--- config.mk ---
export PLATFORM = sky130hd
export DESIGN_NAME = acfsl_ctrl
export DESIGN_NICKNAME = d
export VERILOG_FILES = /design/src/hdl/acfsl_pkg.sv /design/src/hdl/acfsl_ctrl.sv
export VERILOG_INCLUDE_DIRS = /design/src /design/src/hdl
export SDC_FILE = /design/constraint.sdc
export NUM_CORES = 1
export LEC_CHECK = 0
export BUFFER_PORTS_ARGS = -buffer_cell sky130_fd_sc_hd__buf_4
export CAP_MARGIN = 20
export CORE_UTILIZATION = 48
export DETAILED_ROUTE_END_ITERATION = 10
export PLACE_DENSITY = 0.75
export SLEW_MARGIN = 20
export SYNTH_ARGS = -nofsm -noshare
export SYNTH_HDL_FRONTEND = slang
export SYNTH_SLANG_ARGS = --single-unit
--- constraint.sdc ---
create_clock -name i_clk -period 2.2 [get_ports i_clk]
set_clock_uncertainty 0.1 [all_clocks]
set_input_delay 0.11 -clock i_clk [delete_from_list [all_inputs] [get_ports i_clk]]
set_output_delay 0.11 -clock i_clk [all_outputs]
set_load 0.03 [all_outputs]
--- src/hdl/assert_macros.svh ---
// Concurrent assertion helpers
`ifndef ASSERT_MACROS_SVH
`define ASSERT_MACROS_SVH

`define ACFSL_IMP(lbl, clk, rstn, a, c) \
    lbl: assert property (@(posedge clk) disable iff (!rstn) (a) |-> (c)) \
    else $error("same-cycle implication failed");

`define ACFSL_NXT(lbl, clk, rstn, a, c) \
    lbl: assert property (@(posedge clk) disable iff (!rstn) (a) |=> (c)) \
    else $error("next-cycle implication failed");

`endif

--- src/hdl/acfsl_pkg.sv ---
package acfsl_pkg;

    localparam logic [2:0] OP_SET_G = 3'd0;
    localparam logic [2:0] OP_SET_C = 3'd1;
    localparam logic [2:0] OP_GET_G = 3'd2;
    localparam logic [2:0] OP_GET_C = 3'd3;
    localparam logic [2:0] OP_LOAD  = 3'd4;

    localparam int          G_FIELDS  = 13;
    localparam int          C_FIELDS  = 4;
    localparam int          GW        = 29;
    localparam int          CW        = 9;
    localparam int          CH_PER    = 32;
    localparam int          GLOB_BITS = 49;
    localparam int          CH_BITS   = 12;
    localparam int          TAIL_W    = 15;
    localparam int          STREAM_W  = 448;
    localparam logic [3:0]  LAST_WORD = 4'd13;
    localparam logic [11:0] ALL_CH    = 12'hFFF;
    localparam logic [31:0] CTRL_RST  = 32'd4;
    localparam logic [31:0] CTRL_SHF  = 32'd2;
    localparam logic [31:0] CTRL_SEL  = 32'h0001_0000;

    typedef enum logic [3:0] {
        RS_STATUS, RS_GGET, RS_CGET, RS_C4, RS_C0, RS_WORD, RS_C2, RS_CSEL, RS_END
    } t_rsel;

    typedef struct packed {
        logic [2:0]  operation;
        logic [11:0] chip_set;
        logic [3:0]  chip;
        logic [11:0] channel;
        logic [3:0]  fld_idx;
        logic [31:0] value;
    } t_item;

    typedef struct packed {
        logic        kind;
        logic        write_target;
        logic [31:0] data;
        logic        ok;
        logic        last;
    } t_res;

    typedef struct packed {
        logic  latch;
        logic  clr;
        logic  glob_wr;
        logic  rd;
        logic  wr;
        logic  addr_zero;
        logic  addr_chan;
        logic  addr_top;
        logic  addr_inc;
        logic  addr_dec;
        logic  pack_init;
        logic  pack_shift;
        logic  pack_tail;
        logic  word_shift;
        logic  emit;
        t_rsel rsel;
    } t_cmd;

    typedef struct packed {
        logic [2:0] op;
        logic       fail;
        logic       all;
        logic       end_up;
        logic       end_dn;
    } t_sts;

    function automatic logic [4:0] g_off(input logic [3:0] fid);
        case (fid)
            4'd0:    g_off = 5'd0;
            4'd1:    g_off = 5'd2;
            4'd2:    g_off = 5'd4;
            4'd3:    g_off = 5'd5;
            4'd4:    g_off = 5'd6;
            4'd5:    g_off = 5'd7;
            4'd6:    g_off = 5'd8;
            4'd7:    g_off = 5'd9;
            4'd8:    g_off = 5'd11;
            4'd9:    g_off = 5'd12;
            4'd10:   g_off = 5'd22;
            4'd11:   g_off = 5'd27;
            4'd12:   g_off = 5'd28;
            default: g_off = 5'd0;
        endcase
    endfunction

    function automatic logic [GW-1:0] g_mask(input logic [3:0] fid);
        case (fid)
            4'd0:    g_mask = 29'h0000_0003;
            4'd1:    g_mask = 29'h0000_000C;
            4'd2:    g_mask = 29'h0000_0010;
            4'd3:    g_mask = 29'h0000_0020;
            4'd4:    g_mask = 29'h0000_0040;
            4'd5:    g_mask = 29'h0000_0080;
            4'd6:    g_mask = 29'h0000_0100;
            4'd7:    g_mask = 29'h0000_0600;
            4'd8:    g_mask = 29'h0000_0800;
            4'd9:    g_mask = 29'h003F_F000;
            4'd10:   g_mask = 29'h07C0_0000;
            4'd11:   g_mask = 29'h0800_0000;
            4'd12:   g_mask = 29'h1000_0000;
            default: g_mask = 29'h0;
        endcase
    endfunction

    function automatic logic [2:0] c_off(input logic [1:0] fid);
        case (fid)
            2'd0:    c_off = 3'd0;
            2'd1:    c_off = 3'd1;
            2'd2:    c_off = 3'd2;
            default: c_off = 3'd5;
        endcase
    endfunction

    function automatic logic [CW-1:0] c_mask(input logic [1:0] fid);
        case (fid)
            2'd0:    c_mask = 9'h001;
            2'd1:    c_mask = 9'h002;
            2'd2:    c_mask = 9'h01C;
            default: c_mask = 9'h1E0;
        endcase
    endfunction

endpackage

--- src/hdl/acfsl_ctrl.sv ---
`include "assert_macros.svh"

module acfsl_ctrl (
    input  logic             i_clk,
    input  logic             i_rst_n,
    input  logic             i_accept,
    input  logic             i_free,
    input  acfsl_pkg::t_sts  i_sts,
    output logic             o_in_ready,
    output acfsl_pkg::t_cmd  o_cmd
);
    typedef enum logic [13:0] {
        S_CLEAR  = 14'b00_0000_0000_0001,
        S_IDLE   = 14'b00_0000_0000_0010,
        S_DECODE = 14'b00_0000_0000_0100,
        S_RD     = 14'b00_0000_0000_1000,
        S_WAIT   = 14'b00_0000_0001_0000,
        S_TAIL   = 14'b00_0000_0010_0000,
        S_RESP   = 14'b00_0000_0100_0000,
        S_E4     = 14'b00_0000_1000_0000,
        S_E0     = 14'b00_0001_0000_0000,
        S_ED     = 14'b00_0010_0000_0000,
        S_E2     = 14'b00_0100_0000_0000,
        S_EZ     = 14'b00_1000_0000_0000,
        S_ES     = 14'b01_0000_0000_0000,
        S_EL     = 14'b10_0000_0000_0000
    } t_state;

    t_state     r_state;
    t_state     n_state;
    logic [3:0] r_wcnt;
    logic [3:0] n_wcnt;

    assign o_in_ready = r_state == S_IDLE;

    always_comb begin
        n_state = r_state;
        n_wcnt  = r_wcnt;
        o_cmd   = '0;
        o_cmd.rsel = acfsl_pkg::RS_STATUS;
        case (r_state)
            S_CLEAR: begin
                o_cmd.clr      = 1'b1;
                o_cmd.addr_inc = 1'b1;
                if (i_sts.end_up) begin
                    n_state = S_IDLE;
                end
            end
            S_IDLE: begin
                o_cmd.latch = i_accept;
                if (i_accept) begin
                    n_state = S_DECODE;
                end
            end
            S_DECODE: begin
                n_state = S_RESP;
                if (!i_sts.fail) begin
                    case (i_sts.op)
                        acfsl_pkg::OP_SET_G: o_cmd.glob_wr = 1'b1;
                        acfsl_pkg::OP_SET_C: begin
                            o_cmd.addr_zero = i_sts.all;
                            o_cmd.addr_chan = !i_sts.all;
                            n_state         = S_RD;
                        end
                        acfsl_pkg::OP_GET_C: begin
                            o_cmd.addr_chan = 1'b1;
                            n_state         = S_RD;
                        end
                        acfsl_pkg::OP_LOAD: begin
                            o_cmd.addr_top  = 1'b1;
                            o_cmd.pack_init = 1'b1;
                            n_state         = S_RD;
                        end
                        default: n_state = S_RESP;
                    endcase
                end
            end
            S_RD: begin
                o_cmd.rd = 1'b1;
                n_state  = S_WAIT;
            end
            S_WAIT: begin
                n_state = S_RESP;
                case (i_sts.op)
                    acfsl_pkg::OP_SET_C: begin
                        o_cmd.wr = 1'b1;
                        if (i_sts.all && !i_sts.end_up) begin
                            o_cmd.addr_inc = 1'b1;
                            n_state        = S_RD;
                        end
                    end
                    acfsl_pkg::OP_LOAD: begin
                        o_cmd.pack_shift = 1'b1;
                        if (i_sts.end_dn) begin
                            n_state = S_TAIL;
                        end else begin
                            o_cmd.addr_dec = 1'b1;
                            n_state        = S_RD;
                        end
                    end
                    default: n_state = S_RESP;
                endcase
            end
            S_TAIL: begin
                o_cmd.pack_tail = 1'b1;
                n_wcnt          = '0;
                n_state         = S_E4;
            end
            S_RESP: begin
                if (i_sts.fail) begin
                    o_cmd.rsel = acfsl_pkg::RS_STATUS;
                end else if (i_sts.op == acfsl_pkg::OP_GET_G) begin
                    o_cmd.rsel = acfsl_pkg::RS_GGET;
                end else if (i_sts.op == acfsl_pkg::OP_GET_C) begin
                    o_cmd.rsel = acfsl_pkg::RS_CGET;
                end
                o_cmd.emit = i_free;
                if (i_free) begin
                    n_state = S_IDLE;
                end
            end
            S_E4: begin
                o_cmd.rsel = acfsl_pkg::RS_C4;
                o_cmd.emit = i_free;
                if (i_free) begin
                    n_state = S_E0;
                end
            end
            S_E0: begin
                o_cmd.rsel = acfsl_pkg::RS_C0;
                o_cmd.emit = i_free;
                if (i_free) begin
                    n_state = S_ED;
                end
            end
            S_ED: begin
                o_cmd.rsel       = acfsl_pkg::RS_WORD;
                o_cmd.emit       = i_free;
                o_cmd.word_shift = i_free;
                if (i_free) begin
                    n_state = S_E2;
                end
            end
            S_E2: begin
                o_cmd.rsel = acfsl_pkg::RS_C2;
                o_cmd.emit = i_free;
                if (i_free) begin
                    n_state = S_EZ;
                end
            end
            S_EZ: begin
                o_cmd.rsel = acfsl_pkg::RS_C0;
                o_cmd.emit = i_free;
                if (i_free) begin
                    if (r_wcnt == acfsl_pkg::LAST_WORD) begin
                        n_state = S_ES;
                    end else begin
                        n_wcnt  = r_wcnt + 1'b1;
                        n_state = S_ED;
                    end
                end
            end
            S_ES: begin
                o_cmd.rsel = acfsl_pkg::RS_CSEL;
                o_cmd.emit = i_free;
                if (i_free) begin
                    n_state = S_EL;
                end
            end
            S_EL: begin
                o_cmd.rsel = acfsl_pkg::RS_END;
                o_cmd.emit = i_free;
                if (i_free) begin
                    n_state = S_IDLE;
                end
            end
            default: n_state = S_CLEAR;
        endcase
    end

    always_ff @(posedge i_clk) begin
        if (!i_rst_n) begin
            r_state <= S_CLEAR;
            r_wcnt  <= '0;
        end else begin
            r_state <= n_state;
            r_wcnt  <= n_wcnt;
        end
    end

    `ACFSL_IMP(a_emit_free, i_clk, i_rst_n, o_cmd.emit, i_free)
    `ACFSL_NXT(a_accept_decode, i_clk, i_rst_n, i_accept && o_in_ready, r_state == S_DECODE)
    `ACFSL_NXT(a_load_done, i_clk, i_rst_n, r_state == S_EL && i_free, r_state == S_IDLE)
    `ACFSL_IMP(a_no_item_mid_load, i_clk, i_rst_n, r_state != S_IDLE, !o_cmd.latch)

endmodule

==> results of run 1 <==
synthesized netlist by cell type, types with 5 or more instances:
cell | n | share of area (%)
sky130_fd_sc_hd__nand2b_1 | 5 | 2.2
sky130_fd_sc_hd__nor2_1 | 24 | 6.5
sky130_fd_sc_hd__nand2_1 | 8 | 2.2
sky130_fd_sc_hd__nand4_1 | 7 | 3.1
sky130_fd_sc_hd__o21ai_1 | 7 | 2.5
sky130_fd_sc_hd__dfxtp_1 | 18 | 26
sky130_fd_sc_hd__and3_1 | 8 | 3.6
sky130_fd_sc_hd__nand3_1 | 6 | 2.2
sky130_fd_sc_hd__clkbuf_1 | 7 | 1.9
sky130_fd_sc_hd__xor2_1 | 6 | 3.8
sky130_fd_sc_hd__nor3_1 | 12 | 4.3
sky130_fd_sc_hd__nor4_1 | 7 | 3.1
sky130_fd_sc_hd__a21oi_1 | 11 | 3.9
stage by stage:
step	hold slack (ns)	power, mW
after floorplan	0.113	0.614
after global placement	0.260	0.770
final	0.0748	1.22
after detailed placement	0.259	0.773
after global routing	0.0654	1.25
after CTS	0.0501	1.03
cell type report:
type                            instances  area (sq um)
Fill cell                             137           435
Multi-Input combinational cell        152          1230
Tap cell                               31          38.8
Sequential cell                        18           369
Timing Repair Buffer                   70           623
Clock buffer                            4          36.3
Inverter                                5          20.0
power breakdown:
| part | switching [mW] | internal, mW | leakage (nW) |
|---|---|---|---|
| sequential | 0.0113 | 0.341 | 0.148 |
| combinational | 0.354 | 0.291 | 0.811 |
| clock | 0.122 | 0.101 | 0.0210 |
per-layer routing:
layer | wire length (um) | global-route usage (%) | up-vias
li1 | - | - | 819
met1 | 2340 | 41.4 | 879
met2 | 2950 | 57.0 | 150
met3 | 570 | 6.28 | 60
met4 | 416 | 11.8 | 0
met5 | 0 | 0 | -
critical path, cell delays in order (launching register included):
cell	delay, ns
sky130_fd_sc_hd__dfxtp_2	0.36
sky130_fd_sc_hd__or4_4	0.56
sky130_fd_sc_hd__buf_6	0.14
sky130_fd_sc_hd__nor3_4	0.14
sky130_fd_sc_hd__nand4b_1	0.17
sky130_fd_sc_hd__or2_4	0.31
sky130_fd_sc_hd__nor3b_2	0.19
sky130_fd_sc_hd__buf_4	0.19
what timing repair did:
item                                    4_1_cts  5_1_grt
endpoints found under the setup margin       26       33
cloned                                        0        0
pin swaps                                     7       23
setup buffers                                 5       13
hold endpoints to repair                      3        0
resized for setup                            32       39
hold buffers                                  3        0
how the worst max path moves through the flow:
stage	startpoint	end	slack (ns)	depth (start not counted)
6_report	r_state[5]	o_cmd[12]	-0.40	7
5_1_grt	r_state[5]	o_cmd[16]	-0.44	7
4_1_cts	r_state[5]	o_cmd[2]	-0.27	5
3_5_place_dp	r_state[5]	o_cmd[12]	-0.03	7
3_3_place_gp	r_state[5]	o_cmd[12]	0.001	7
2_1_floorplan	r_state[2]	o_cmd[14]	-0.17	5
registers in the layout (all words and copies together) (netlist names):
name     cells
r_wcnt       4
r_state     14
cell families after synthesis:
group | synth area share, %
compound gates | 17.8
simple gates | 42.0
fa+ha+maj | 2.51
flops | 25.8
buf+inv | 6.01
xor+xnor | 4.39
mux | 1.52
==> flow_summary.html, run 1 <==
<table>
<tr><th>Metric</th><th>Value</th></tr>
<tr><th colspan="2">Floorplanning</th></tr>
<tr><td>Number of cell rows</td><td>19</td></tr>
<tr><td>Core Area</td><td>0.00276 sq mm</td></tr>
<tr><td>Total I/O pin count</td><td>31</td></tr>
<tr><td>Die width</td><td>55.9 um</td></tr>
<tr><td>Floorplan die height</td><td>55.9 um</td></tr>
<tr><td>Initial standard-cell utilization of the core</td><td>50.6%</td></tr>
<tr><td>Die footprint</td><td>0.00313 sq mm</td></tr>
<tr><th colspan="2">Clock tree</th></tr>
<tr><td>H-tree level count</td><td>1</td></tr>
<tr><td>Clk buf depth</td><td>2</td></tr>
<tr><td>Clock tree from TritonCTS</td><td>built</td></tr>
<tr><td>Root buffer cell</td><td>sky130_fd_sc_hd__clkbuf_4</td></tr>
<tr><td>Clock transition time at the flip-flop clock pins of the worst setup and hold paths</td><td>0.13 ns</td></tr>
<tr><td>Clock net sink count</td><td>18</td></tr>
<tr><td>TritonCTS Buffers</td><td>3</td></tr>
<tr><td>Insertion delay of the later-clocked pin in the worst-skew pair</td><td>0.32 ns</td></tr>
<tr><th colspan="2">STA</th></tr>
<tr><td>Post-route setup slack</td><td>-0.398 ns</td></tr>
<tr><td>Pins over their slew limit</td><td>0</td></tr>
<tr><td>Transition time of the tightest slew-check pin</td><td>0.583 ns</td></tr>
<tr><td>Final worst path period share</td><td>118%</td></tr>
<tr><td>Max frequency</td><td>385 MHz</td></tr>
<tr><td>Number of failing setup endpoints in the final timing report</td><td>32</td></tr>
<tr><td>Fin. Hold Viols</td><td>0</td></tr>
<tr><td>Final period demand of the worst path</td><td>2.60 ns</td></tr>
<tr><td>Headroom to the max-slew limit</td><td>60.6%</td></tr>
<tr><td>Setup total negative slack</td><td>-6.28 ns</td></tr>
<tr><td>RSZ-0062 raised after global routing</td><td>true</td></tr>
<tr><th colspan="2">Setup path</th></tr>
<tr><td>Endpoint kind of the worst setup timing path</td><td>output pin</td></tr>
<tr><td>Endpoint arrival time on the critical path</td><td>2.39 ns</td></tr>
<tr><td>R2R cell count</td><td>8</td></tr>
<tr><td>Register-to-register setup slack</td><td>-0.30 ns</td></tr>
<tr><td>Worst Setup Path Type</td><td>reg2out</td></tr>
<tr><td>Reg-to-Reg Start</td><td>r_state[5]</td></tr>
<tr><td>Required time at the endpoint of the critical path</td><td>1.99 ns</td></tr>
<tr><td>Category of the worst setup path launch point</td><td>register</td></tr>
<tr><td>Top fanout value on the critical path</td><td>5</td></tr>
<tr><td>Terminus of the critical flop-to-flop path</td><td>r_state[1]</td></tr>
<tr><th colspan="2">Synth</th></tr>
<tr><td>Post-Syn Area per Cell</td><td>7.46 sq um</td></tr>
<tr><td>Portion of the post-synthesis area used by sequential elements</td><td>25.8%</td></tr>
<tr><td>Number of synthesized register bits</td><td>18</td></tr>
<tr><td>Number of different library cells in the post-synthesis netlist</td><td>51</td></tr>
<tr><td>Cell count after synthesis</td><td>187</td></tr>
<tr><td>Syn. warnings</td><td>0</td></tr>
<tr><td>Most frequently used flop master after synthesis</td><td>sky130_fd_sc_hd__dfxtp_1</td></tr>
<tr><td>Number of flops mapped to enable cells by yosys</td><td>0</td></tr>
<tr><td>Synth Cell Area</td><td>0.00140 sq mm</td></tr>
<tr><td>Net Count, Synth</td><td>200</td></tr>
<tr><td>Post-synth ARST share</td><td>0%</td></tr>
<tr><th colspan="2">Layout</th></tr>
<tr><td>Number of diodes added for antenna fixing</td><td>0</td></tr>
<tr><td>Area Overhead vs Synth</td><td>66.5%</td></tr>
<tr><td>Cell area after layout</td><td>0.00232 sq mm</td></tr>
<tr><td>Final net count</td><td>263</td></tr>
<tr><td>Fraction of final layout cells with drive strength greater than 1</td><td>49.8%</td></tr>
<tr><td>Commonest cells after routing, fill and taps aside</td><td>sky130_fd_sc_hd__buf_4, sky130_fd_sc_hd__buf_6, sky130_fd_sc_hd__nor2_1, sky130_fd_sc_hd__dfxtp_1</td></tr>
<tr><td>Most common cell after layout, fill and taps aside</td><td>sky130_fd_sc_hd__buf_4</td></tr>
<tr><td>Final cell utilization of the core</td><td>84.2%</td></tr>
<tr><td>Final Instance Count excl. Fillers</td><td>280</td></tr>
<tr><th colspan="2">Routing</th></tr>
<tr><td>Remaining antenna violation count</td><td>0</td></tr>
<tr><td>Via density per instance</td><td>6.81</td></tr>
<tr><td>Vias after detailed routing</td><td>1908</td></tr>
<tr><td>Final wirelength</td><td>6.28 mm</td></tr>
<tr><td>Routed WL per cell</td><td>22.4 um</td></tr>
<tr><td>Detailed-route DRC error count</td><td>0</td></tr>
<tr><td>Iteration-0 DRC count of the detailed router</td><td>158</td></tr>
<tr><td>Drt pass-1 iters</td><td>6</td></tr>
<tr><th colspan="2">Placed design</th></tr>
<tr><td>Post-Place Worst Slack</td><td>-0.0340 ns</td></tr>
<tr><td>Number of cells after detailed placement</td><td>257</td></tr>
<tr><td>Final RePlAce weighted congestion</td><td>0.957</td></tr>
<tr><td>Number of buffers inserted by port buffering</td><td>30</td></tr>
<tr><td>Area after DPL</td><td>0.00184 sq mm</td></tr>
<tr><td>Half-perimeter wire length after placement</td><td>3.24 mm</td></tr>
<tr><th colspan="2">Pwr</th></tr>
<tr><td>Cell Pwr Density</td><td>526 mW/mm^2</td></tr>
<tr><td>Worst supply voltage drop on vdd</td><td>0.512 mV</td></tr>
<tr><td>Leakage power</td><td>0.980 nW</td></tr>
<tr><th colspan="2">Global route</th></tr>
<tr><td>Overflow left after global routing</td><td>0</td></tr>
<tr><td>Overall global routing resource usage</td><td>33.1%</td></tr>
<tr><td>Number of global-route vias before repair</td><td>1687</td></tr>
<tr><td>Number of antenna violations at the first check in global routing</td><td>0</td></tr>
<tr><td>First-pass GRT wire length</td><td>8.10 mm</td></tr>
<tr><td>Maximum number of pins on one net before global-route repair</td><td>11</td></tr>
<tr><th colspan="2">Hold path</th></tr>
<tr><td>Path class of the lowest-slack min-delay path</td><td>in2reg</td></tr>
<tr><td>Hold path cells</td><td>3</td></tr>
<tr><td>Destination of the worst hold path</td><td>r_state[1]</td></tr>
<tr><td>Hold Startpoint</td><td>i_accept</td></tr>
<tr><th colspan="2">Run</th></tr>
<tr><td>Reported max-cap violation count</td><td>0</td></tr>
<tr><th colspan="2">Run status</th></tr>
<tr><td>Run status</td><td>complete, but fails checks</td></tr>
<tr><td>Violations in the final reports</td><td>negative setup slack</td></tr>
</table>
(Power assumes the default switching activity.)
==> inputs of run 2 (changes only) <==
--- a/config.mk
+++ b/config.mk
@@ -6,7 +6,7 @@
 export SDC_FILE = /design/constraint.sdc
 export NUM_CORES = 1
 export LEC_CHECK = 0
-export BUFFER_PORTS_ARGS = -buffer_cell sky130_fd_sc_hd__buf_4
+export BUFFER_PORTS_ARGS = -buffer_cell sky130_fd_sc_hd__buf_2
 export CAP_MARGIN = 20
 export CORE_UTILIZATION = 48
 export DETAILED_ROUTE_END_ITERATION = 10
==> flow_summary.html, run 2 (same netlist as run 1, synthesis figures left out) <==
<table>
<tr><th>Metric</th><th>Value</th></tr>
<tr><th colspan="2">Run status</th></tr>
<tr><td>Run status</td><td>complete, but fails checks (unchanged)</td></tr>
<tr><td>Violations in the final reports</td><td>negative setup slack (unchanged)</td></tr>
<tr><th colspan="2">Layout</th></tr>
<tr><td>Commonest cells after routing, fill and taps aside</td><td>sky130_fd_sc_hd__buf_4, sky130_fd_sc_hd__buf_6, sky130_fd_sc_hd__nor2_1, sky130_fd_sc_hd__buf_2, sky130_fd_sc_hd__dfxtp_1 (was sky130_fd_sc_hd__buf_4, sky130_fd_sc_hd__buf_6, sky130_fd_sc_hd__nor2_1, sky130_fd_sc_hd__dfxtp_1)</td></tr>
<tr><td>Register bank with the most flops</td><td>r_state (unchanged)</td></tr>
<tr><td>Most common cell after layout, fill and taps aside</td><td>sky130_fd_sc_hd__buf_4 (unchanged)</td></tr>
<tr><td>Final Instance Count excl. Fillers</td><td>289 (was 280)</td></tr>
<tr><td>Area Overhead vs Synth</td><td>72.0% (was 66.5%)</td></tr>
<tr><td>Final cell utilization of the core</td><td>87.0% (was 84.2%)</td></tr>
<tr><td>Largest registers ranked by flip-flop count</td><td>r_state x14, r_wcnt x4 (unchanged)</td></tr>
<tr><td>Final net count</td><td>272 (was 263)</td></tr>
<tr><td>Cell area after layout</td><td>0.00240 sq mm (was 0.00232 sq mm)</td></tr>
<tr><td>Fraction of final layout cells with drive strength greater than 1</td><td>53.5% (was 49.8%)</td></tr>
<tr><td>Number of diodes added for antenna fixing</td><td>0 (unchanged)</td></tr>
<tr><td>Number of flip-flops in the largest register</td><td>14 (unchanged)</td></tr>
<tr><th colspan="2">Setup path</th></tr>
<tr><td>Endpoint arrival time on the critical path</td><td>2.34 ns (was 2.39 ns)</td></tr>
<tr><td>Endpoint kind of the worst setup timing path</td><td>output pin (unchanged)</td></tr>
<tr><td>Required time at the endpoint of the critical path</td><td>1.99 ns (about the same)</td></tr>
<tr><td>Category of the worst setup path launch point</td><td>register (unchanged)</td></tr>
<tr><td>Top fanout value on the critical path</td><td>5 (unchanged)</td></tr>
<tr><td>Worst Setup Path Type</td><td>reg2out (unchanged)</td></tr>
<tr><th colspan="2">Global route</th></tr>
<tr><td>Overall global routing resource usage</td><td>34.4% (was 33.1%)</td></tr>
<tr><td>Number of global-route vias before repair</td><td>1703 (was 1687)</td></tr>
<tr><td>Overflow left after global routing</td><td>0 (unchanged)</td></tr>
<tr><td>Maximum number of pins on one net before global-route repair</td><td>11 (unchanged)</td></tr>
<tr><td>Fraction of met1 tracks used by global routing</td><td>43.7% (was 41.4%)</td></tr>
<tr><td>Most Crowded Layer GR</td><td>met2 (unchanged)</td></tr>
<tr><td>GR Layer Usage met3</td><td>2.79% (was 6.28%)</td></tr>
<tr><td>First-pass GRT wire length</td><td>8.29 mm (was 8.10 mm)</td></tr>
<tr><td>Number of antenna violations at the first check in global routing</td><td>0 (unchanged)</td></tr>
<tr><td>M2 GR Usage</td><td>60.2% (was 57.0%)</td></tr>
<tr><th colspan="2">STA</th></tr>
<tr><td>RSZ-0062 raised after global routing</td><td>true (unchanged)</td></tr>
<tr><td>Post-route setup slack</td><td>-0.346 ns (was -0.398 ns)</td></tr>
<tr><td>Transition time of the tightest slew-check pin</td><td>0.463 ns (was 0.583 ns)</td></tr>
<tr><td>Number of failing setup endpoints in the final timing report</td><td>31 (was 32)</td></tr>
<tr><td>Pins over their slew limit</td><td>0 (unchanged)</td></tr>
<tr><td>Final period demand of the worst path</td><td>2.55 ns (was 2.60 ns)</td></tr>
<tr><td>Max frequency</td><td>393 MHz (was 385 MHz)</td></tr>
<tr><td>Final worst path period share</td><td>116% (was 118%)</td></tr>
<tr><td>Fin. Hold Viols</td><td>0 (unchanged)</td></tr>
<tr><td>Setup total negative slack</td><td>-4.74 ns (was -6.28 ns)</td></tr>
<tr><td>Headroom to the max-slew limit</td><td>69.2% (was 60.6%)</td></tr>
<tr><th colspan="2">Clock tree</th></tr>
<tr><td>Insertion delay of the later-clocked pin in the worst-skew pair</td><td>0.31 ns (was 0.32 ns)</td></tr>
<tr><td>Clock net sink count</td><td>18 (unchanged)</td></tr>
<tr><td>H-tree level count</td><td>1 (unchanged)</td></tr>
<tr><td>TritonCTS Buffers</td><td>3 (unchanged)</td></tr>
<tr><td>Clk buf depth</td><td>2 (unchanged)</td></tr>
<tr><td>Clock transition time at the flip-flop clock pins of the worst setup and hold paths</td><td>0.11 ns (was 0.13 ns)</td></tr>
<tr><td>Root buffer cell</td><td>sky130_fd_sc_hd__clkbuf_4 (unchanged)</td></tr>
<tr><td>Clock tree from TritonCTS</td><td>built (unchanged)</td></tr>
<tr><th colspan="2">Pwr</th></tr>
<tr><td>Leakage power</td><td>1.02 nW (was 0.980 nW)</td></tr>
<tr><td>Worst supply voltage drop on vdd</td><td>0.620 mV (was 0.512 mV)</td></tr>
<tr><td>Cell Pwr Density</td><td>514 mW/mm^2 (was 526 mW/mm^2)</td></tr>
<tr><td>Power, Total</td><td>1.23 mW (was 1.22 mW)</td></tr>
<tr><th colspan="2">Run</th></tr>
<tr><td>Reported max-cap violation count</td><td>0 (unchanged)</td></tr>
<tr><th colspan="2">Floorplanning</th></tr>
<tr><td>Number of cell rows</td><td>19 (unchanged)</td></tr>
<tr><td>Die width</td><td>55.9 um (unchanged)</td></tr>
<tr><td>Floorplan die height</td><td>55.9 um (unchanged)</td></tr>
<tr><td>Initial standard-cell utilization of the core</td><td>50.6% (unchanged)</td></tr>
<tr><td>Total I/O pin count</td><td>31 (unchanged)</td></tr>
<tr><td>Die footprint</td><td>0.00313 sq mm (unchanged)</td></tr>
<tr><td>Core Area</td><td>0.00276 sq mm (unchanged)</td></tr>
<tr><th colspan="2">Placed design</th></tr>
<tr><td>Number of buffers inserted by port buffering</td><td>30 (unchanged)</td></tr>
<tr><td>Final RePlAce weighted congestion</td><td>0.961 (was 0.957)</td></tr>
<tr><td>Area after DPL</td><td>0.00183 sq mm (was 0.00184 sq mm)</td></tr>
<tr><td>Number of cells after detailed placement</td><td>266 (was 257)</td></tr>
<tr><td>Half-perimeter wire length after placement</td><td>3.51 mm (was 3.24 mm)</td></tr>
<tr><th colspan="2">Routing</th></tr>
<tr><td>Via density per instance</td><td>6.77 (was 6.81)</td></tr>
<tr><td>Vias after detailed routing</td><td>1956 (was 1908)</td></tr>
<tr><td>Iteration-0 DRC count of the detailed router</td><td>221 (was 158)</td></tr>
<tr><td>Remaining antenna violation count</td><td>0 (unchanged)</td></tr>
<tr><td>Routed WL per cell</td><td>21.9 um (was 22.4 um)</td></tr>
<tr><td>Final wirelength</td><td>6.32 mm (was 6.28 mm)</td></tr>
<tr><td>Drt pass-1 iters</td><td>5 (was 6)</td></tr>
<tr><td>Detailed-route DRC error count</td><td>0 (unchanged)</td></tr>
<tr><th colspan="2">Hold path</th></tr>
<tr><td>Path class of the lowest-slack min-delay path</td><td>in2reg (unchanged)</td></tr>
</table>
-- run 2: layout make-up --
| class | count | area (sq um) |
|---|---|---|
| inverter | 5 | 18.8 |
| tap | 31 | 38.8 |
| fill | 144 | 358 |
| multi-input combinational | 152 | 1270 |
| clock buffer | 4 | 36.3 |
| timing repair buffer | 79 | 666 |
| sequential | 18 | 367 |
-- run 2: final timing paths --
path,depth (start not counted),slack [ns],endpoint,start
hold / removal,2,0.05,r_state[1],i_rst_n
hold reg to reg,2,0.44,r_wcnt[3],r_wcnt[3]
setup reg to reg,11,-0.20,r_state[6],r_state[5]
setup / recovery,7,-0.35,o_cmd[12],r_state[5]
-- run 2: power breakdown --
part	switching [mW]	internal, mW
registers	0.00798	0.340
clock network	0.124	0.101
logic	0.364	0.297
-- run 2: stage by stage --
step | setup WS [ns] | hold WS [ns]
after floorplan | -0.171 | 0.113
after global placement | -0.0919 | 0.288
after detailed placement | -0.122 | 0.282
after CTS | -0.317 | 0.0285
after global routing | -0.384 | 0.0403
final | -0.346 | 0.0469
-- run 2: critical path, stage by stage, from the launching register on --
cell and delay (ns):
sky130_fd_sc_hd__dfxtp_2 0.34, sky130_fd_sc_hd__or4_4 0.53, sky130_fd_sc_hd__buf_6 0.13, sky130_fd_sc_hd__nor3_4 0.12
sky130_fd_sc_hd__nand4b_1 0.21, sky130_fd_sc_hd__or2_4 0.34, sky130_fd_sc_hd__nor3b_2 0.17, sky130_fd_sc_hd__buf_4 0.19
-- run 2: routing by layer --
layer	wire, um	vias up
met4	354	0
met5	0	-
li1	-	831
met1	2310	941
met3	588	39
met2	3070	145
-- run 2: timing repair --
action | in CTS | in global routing
gates cloned | 0 | 0
buffers inserted | 12 | 9
endpoints found under the setup margin | 29 | 35
gates resized for setup | 35 | 60
hold endpoints to repair | 2 | 0
pin swaps | 8 | 28
hold buffers | 2 | 0
==> inputs of run 3 (changes only) <==
--- a/config.mk
+++ b/config.mk
@@ -6,9 +6,10 @@
 export SDC_FILE = /design/constraint.sdc
 export NUM_CORES = 1
 export LEC_CHECK = 0
+export ABC_AREA = 1
 export BUFFER_PORTS_ARGS = -buffer_cell sky130_fd_sc_hd__buf_2
 export CAP_MARGIN = 20
-export CORE_UTILIZATION = 48
+export CORE_UTILIZATION = 49
 export DETAILED_ROUTE_END_ITERATION = 10
 export PLACE_DENSITY = 0.75
 export SLEW_MARGIN = 20
==> flow_summary.html, run 3 <==
<table>
<tr><th>Metric</th><th>Value</th></tr>
<tr><th colspan="2">Run status</th></tr>
<tr><td>Run status</td><td>complete, but fails checks (unchanged)</td></tr>
<tr><td>Violations in the final reports</td><td>design-rule violations (was negative setup slack)</td></tr>
<tr><th colspan="2">Setup path</th></tr>
<tr><td>Category of the worst setup path launch point</td><td>register (unchanged)</td></tr>
<tr><td>Endpoint arrival time on the critical path</td><td>1.91 ns (was 2.34 ns)</td></tr>
<tr><td>R2R cell count</td><td>13 (was 11)</td></tr>
<tr><td>Worst Setup Path Type</td><td>reg2out (unchanged)</td></tr>
<tr><td>Endpoint kind of the worst setup timing path</td><td>output pin (unchanged)</td></tr>
<tr><td>Slowest library cell on the worst path</td><td>sky130_fd_sc_hd__dfxtp_1 (was sky130_fd_sc_hd__or4_4)</td></tr>
<tr><td>Cells along the critical path</td><td>nor2_4, nand2_2, nor2_8, buf_4, inv_4, nor2_4, nor2_2, and2_4, a21oi_1, buf_4 (was or4_4, buf_6, nor3_4, nand4b_1, or2_4, nor3b_2, buf_4)</td></tr>
<tr><td>Buffers &amp; Inverters on Critical Path</td><td>3 (was 2)</td></tr>
<tr><td>Required time at the endpoint of the critical path</td><td>1.99 ns (about the same)</td></tr>
<tr><td>Register-to-register setup slack</td><td>0.34 ns (was -0.20 ns)</td></tr>
<tr><td>Start point of the critical path</td><td>r_state[10] (was r_state[5])</td></tr>
<tr><td>Critical path endpoint</td><td>o_cmd[4] (was o_cmd[12])</td></tr>
<tr><td>Family with the most delay on the worst path</td><td>simple AND/OR/NAND/NOR gates (unchanged)</td></tr>
<tr><td>Number of gates on the worst path with buffers counted</td><td>10 (was 7)</td></tr>
<tr><td>Terminus of the critical flop-to-flop path</td><td>r_state[8] (was r_state[6])</td></tr>
<tr><td>Longest individual stage delay on the worst path</td><td>0.38 ns (was 0.53 ns)</td></tr>
<tr><td>Reg-to-Reg Start</td><td>r_state[10] (was r_state[5])</td></tr>
<tr><td>Top fanout value on the critical path</td><td>8 (was 5)</td></tr>
<tr><th colspan="2">Routing</th></tr>
<tr><td>Vias after detailed routing</td><td>1530 (was 1956)</td></tr>
<tr><td>Detailed-route DRC error count</td><td>5 (was 0)</td></tr>
<tr><td>Via density per instance</td><td>5.00 (was 6.77)</td></tr>
<tr><td>Drt pass-1 iters</td><td>7 (was 5)</td></tr>
<tr><td>Final wirelength</td><td>3.52 mm (was 6.32 mm)</td></tr>
<tr><td>Iteration-0 DRC count of the detailed router</td><td>84 (was 221)</td></tr>
<tr><td>Remaining antenna violation count</td><td>0 (unchanged)</td></tr>
<tr><td>Routed WL per cell</td><td>11.5 um (was 21.9 um)</td></tr>
<tr><th colspan="2">Synth</th></tr>
<tr><td>Share of the synthesized area in the top cell type</td><td>24.1% (was 25.8%)</td></tr>
<tr><td>Most frequent cells after synthesis</td><td>sky130_fd_sc_hd__inv_1, sky130_fd_sc_hd__nor2_1, sky130_fd_sc_hd__nand2_1, sky130_fd_sc_hd__dfxtp_1, sky130_fd_sc_hd__nand3_1 (was sky130_fd_sc_hd__nor2_1, sky130_fd_sc_hd__dfxtp_1, sky130_fd_sc_hd__nor3_1, sky130_fd_sc_hd__a21oi_1)</td></tr>
<tr><td>Net Count, Synth</td><td>249 (was 200)</td></tr>
<tr><td>Number of synthesized register bits</td><td>18 (unchanged)</td></tr>
<tr><td>Cell count after synthesis</td><td>236 (was 187)</td></tr>
<tr><td>Number of flops mapped to enable cells by yosys</td><td>0 (unchanged)</td></tr>
<tr><td>Synth area leader</td><td>sky130_fd_sc_hd__dfxtp_1 (unchanged)</td></tr>
<tr><td>Post-synth ARST share</td><td>0% (unchanged)</td></tr>
<tr><td>Most frequently used flop master after synthesis</td><td>sky130_fd_sc_hd__dfxtp_1 (unchanged)</td></tr>
<tr><td>Largest cells by area after synthesis</td><td>sky130_fd_sc_hd__dfxtp_1, sky130_fd_sc_hd__inv_1, sky130_fd_sc_hd__nor2_1 (was sky130_fd_sc_hd__dfxtp_1, sky130_fd_sc_hd__nor2_1, sky130_fd_sc_hd__nor3_1)</td></tr>
<tr><td>Synth Cell Area</td><td>0.00150 sq mm (was 0.00140 sq mm)</td></tr>
<tr><td>Syn. warnings</td><td>0 (unchanged)</td></tr>
<tr><td>Portion of the post-synthesis area used by sequential elements</td><td>24.1% (was 25.8%)</td></tr>
<tr><td>Number of different library cells in the post-synthesis netlist</td><td>31 (was 51)</td></tr>
<tr><td>Post-Syn Area per Cell</td><td>6.35 sq um (was 7.46 sq um)</td></tr>
<tr><th colspan="2">Layout</th></tr>
<tr><td>Number of flip-flops in the largest register</td><td>14 (unchanged)</td></tr>
<tr><td>Filler cell count in the final layout</td><td>261 (was 144)</td></tr>
<tr><td>Final Instance Count excl. Fillers</td><td>306 (was 289)</td></tr>
<tr><td>Area Overhead vs Synth</td><td>20.1% (was 72.0%)</td></tr>
<tr><td>Fraction of final layout cells with drive strength greater than 1</td><td>34.5% (was 53.5%)</td></tr>
<tr><td>Number of diodes added for antenna fixing</td><td>0 (unchanged)</td></tr>
<tr><td>Cell area after layout</td><td>0.00180 sq mm (was 0.00240 sq mm)</td></tr>
<tr><td>Most common cell after layout, fill and taps aside</td><td>sky130_fd_sc_hd__inv_1 (was sky130_fd_sc_hd__buf_4)</td></tr>
<tr><td>Largest registers ranked by flip-flop count</td><td>r_state x14, r_wcnt x4 (unchanged)</td></tr>
<tr><td>Commonest cells after routing, fill and taps aside</td><td>sky130_fd_sc_hd__inv_1, sky130_fd_sc_hd__nor2_1, sky130_fd_sc_hd__nand2_1, sky130_fd_sc_hd__buf_2, sky130_fd_sc_hd__nand3_1 (was sky130_fd_sc_hd__buf_4, sky130_fd_sc_hd__buf_6, sky130_fd_sc_hd__nor2_1, sky130_fd_sc_hd__buf_2, sky130_fd_sc_hd__dfxtp_1)</td></tr>
<tr><td>Area taken by flip-flops and latches</td><td>364 sq um (was 367 sq um)</td></tr>
<tr><td>Final net count</td><td>289 (was 272)</td></tr>
<tr><td>Register bank with the most flops</td><td>r_state (unchanged)</td></tr>
<tr><td>Multi-input gate area in the final layout</td><td>972 sq um (was 0.00127 sq mm)</td></tr>
<tr><th colspan="2">Floorplanning</th></tr>
<tr><td>Die footprint</td><td>0.00328 sq mm (was 0.00313 sq mm)</td></tr>
<tr><td>Die width</td><td>57.3 um (was 55.9 um)</td></tr>
<tr><td>Core Area</td><td>0.00283 sq mm (was 0.00276 sq mm)</td></tr>
<tr><td>Floorplan die height</td><td>57.3 um (was 55.9 um)</td></tr>
<tr><td>Initial standard-cell utilization of the core</td><td>52.9% (was 50.6%)</td></tr>
<tr><td>Total I/O pin count</td><td>31 (unchanged)</td></tr>
<tr><td>Number of cell rows</td><td>19 (unchanged)</td></tr>
<tr><th colspan="2">Placed design</th></tr>
<tr><td>Half-perimeter wire length after placement</td><td>2.83 mm (was 3.51 mm)</td></tr>
<tr><td>Number of buffers inserted by port buffering</td><td>30 (unchanged)</td></tr>
<tr><td>Number of cells after detailed placement</td><td>295 (was 266)</td></tr>
<tr><td>Area after DPL</td><td>0.00167 sq mm (was 0.00183 sq mm)</td></tr>
<tr><td>Final RePlAce weighted congestion</td><td>0.889 (was 0.961)</td></tr>
<tr><th colspan="2">Clock tree</th></tr>
<tr><td>Root buffer cell</td><td>sky130_fd_sc_hd__clkbuf_4 (unchanged)</td></tr>
<tr><td>Clock tree from TritonCTS</td><td>built (unchanged)</td></tr>
<tr><td>Insertion delay of the later-clocked pin in the worst-skew pair</td><td>0.29 ns (was 0.31 ns)</td></tr>
<tr><td>H-tree level count</td><td>1 (unchanged)</td></tr>
<tr><td>Clock net sink count</td><td>18 (unchanged)</td></tr>
<tr><td>Clk buf depth</td><td>2 (unchanged)</td></tr>
<tr><td>TritonCTS Buffers</td><td>3 (unchanged)</td></tr>
<tr><td>Clock transition time at the flip-flop clock pins of the worst setup and hold paths</td><td>0.10 ns (was 0.11 ns)</td></tr>
<tr><th colspan="2">Global route</th></tr>
<tr><td>Number of antenna violations at the first check in global routing</td><td>0 (unchanged)</td></tr>
<tr><td>Overflow left after global routing</td><td>0 (unchanged)</td></tr>
<tr><td>First-pass GRT wire length</td><td>5.66 mm (was 8.29 mm)</td></tr>
<tr><td>Maximum number of pins on one net before global-route repair</td><td>13 (was 11)</td></tr>
<tr><td>Overall global routing resource usage</td><td>22.3% (was 34.4%)</td></tr>
<tr><td>Number of global-route vias before repair</td><td>1325 (was 1703)</td></tr>
<tr><th colspan="2">Run</th></tr>
<tr><td>Reported max-cap violation count</td><td>0 (unchanged)</td></tr>
<tr><th colspan="2">STA</th></tr>
<tr><td>Headroom to the max-slew limit</td><td>77.6% (was 69.2%)</td></tr>
<tr><td>Fin. Hold Viols</td><td>0 (unchanged)</td></tr>
<tr><td>Number of failing setup endpoints in the final timing report</td><td>0 (was 31)</td></tr>
<tr><td>Transition time of the tightest slew-check pin</td><td>0.333 ns (was 0.463 ns)</td></tr>
<tr><td>Final worst path period share</td><td>96.5% (was 116%)</td></tr>
<tr><td>Max frequency</td><td>471 MHz (was 393 MHz)</td></tr>
<tr><td>Final period demand of the worst path</td><td>2.12 ns (was 2.55 ns)</td></tr>
<tr><td>Pins over their slew limit</td><td>0 (unchanged)</td></tr>
<tr><td>Setup total negative slack</td><td>0 ns (was -4.74 ns)</td></tr>
<tr><th colspan="2">Hold path</th></tr>
<tr><td>Path class of the lowest-slack min-delay path</td><td>in2reg (unchanged)</td></tr>
<tr><th colspan="2">Pwr</th></tr>
<tr><td>Leakage power</td><td>1.01 nW (was 1.02 nW)</td></tr>
<tr><td>Cell Pwr Density</td><td>1050 mW/mm^2 (was 514 mW/mm^2)</td></tr>
<tr><td>Worst supply voltage drop on vdd</td><td>0.698 mV (was 0.620 mV)</td></tr>
</table>
run 3: cell types whose count changed in the layout (fill, tap and decap cells not counted), sizes merged, moves of 7 or more:
cell,change
nand2,+44
inv,+41
buf,-40
nor2,+32
nand3,+12
and3,-7
nor4,-7
o21ai,-7
run 3: layer usage:
layer,GRT usage (%),vias to the layer above,wire length (um)
met3,0.907,4,133
li1,-,811,-
met5,0,-,0
met4,8.01,0,37
met2,36.1,36,1540
met1,31.7,679,1810
run 3: timing repair:
action                                 4_1_cts  5_1_grt
endpoints found under the hold margin        1        0
setup buffers                                0        6
resized for setup                            0       13
setup endpoints to repair                    0        2
hold buffers                                 1        0
run 3: how the worst min path moves through the flow:
stage | startpoint | endpoint | depth (start not counted)
2_1_floorplan | i_sts[0] | r_state[5] | 2
3_3_place_gp | i_sts[0] | r_state[5] | 3
3_5_place_dp | i_sts[0] | r_state[5] | 3
4_1_cts | i_rst_n | r_state[13] | 3
5_1_grt | i_rst_n | r_wcnt[1] | 2
6_report | i_rst_n | r_state[13] | 3
run 3: through the flow:
stage                     setup slack [ns]  power (mW)  util [%]  hold WS [ns]
after CTS                          0.00415        1.74      60.8        0.0778
after global routing               -0.0362        2.04      63.6        0.0906
after floorplan                      0.136        1.32         -         0.161
final                               0.0772        1.89      63.6        0.0831
after detailed placement             0.330        1.54      59.2         0.297
after global placement               0.391        1.53      59.2         0.302
run 3: cells by family (layout without fill, tap and decap cells):
group | after synthesis | after routing | synth area share, %
AND/OR/NAND/NOR | 147 | 147 | 52.3
buffers and inverters | 48 | 87 | 12.7
AO/OA/AOI/OAI | 20 | 20 | 8.69
flip-flops | 18 | 18 | 24.1
adder cells (fa/ha/maj) | 2 | 2 | 1.67
XOR/XNOR | 1 | 1 | 0.585
run 3: tightest hold or removal path, cell delays in order:
cell	delay (ns)
sky130_fd_sc_hd__buf_2	0.20
sky130_fd_sc_hd__nand2_1	0.10
sky130_fd_sc_hd__nor2_1	0.03
run 3: final cells by class:
class | instances | area share [%]
multi-input cells | 170 | 54.0
inverters | 46 | 9.87
flip-flops and latches | 18 | 20.2
repair buffers | 37 | 11.7
clock buffers | 4 | 2.02
well taps | 31 | 2.16
run 3: report_power, final:
part	switching, mW	total [mW]	internal, mW
clock	0.0975	0.198	0.101
sequential	0.0572	0.434	0.377
combinational	0.813	1.26	0.448
total	0.968	1.89	0.926
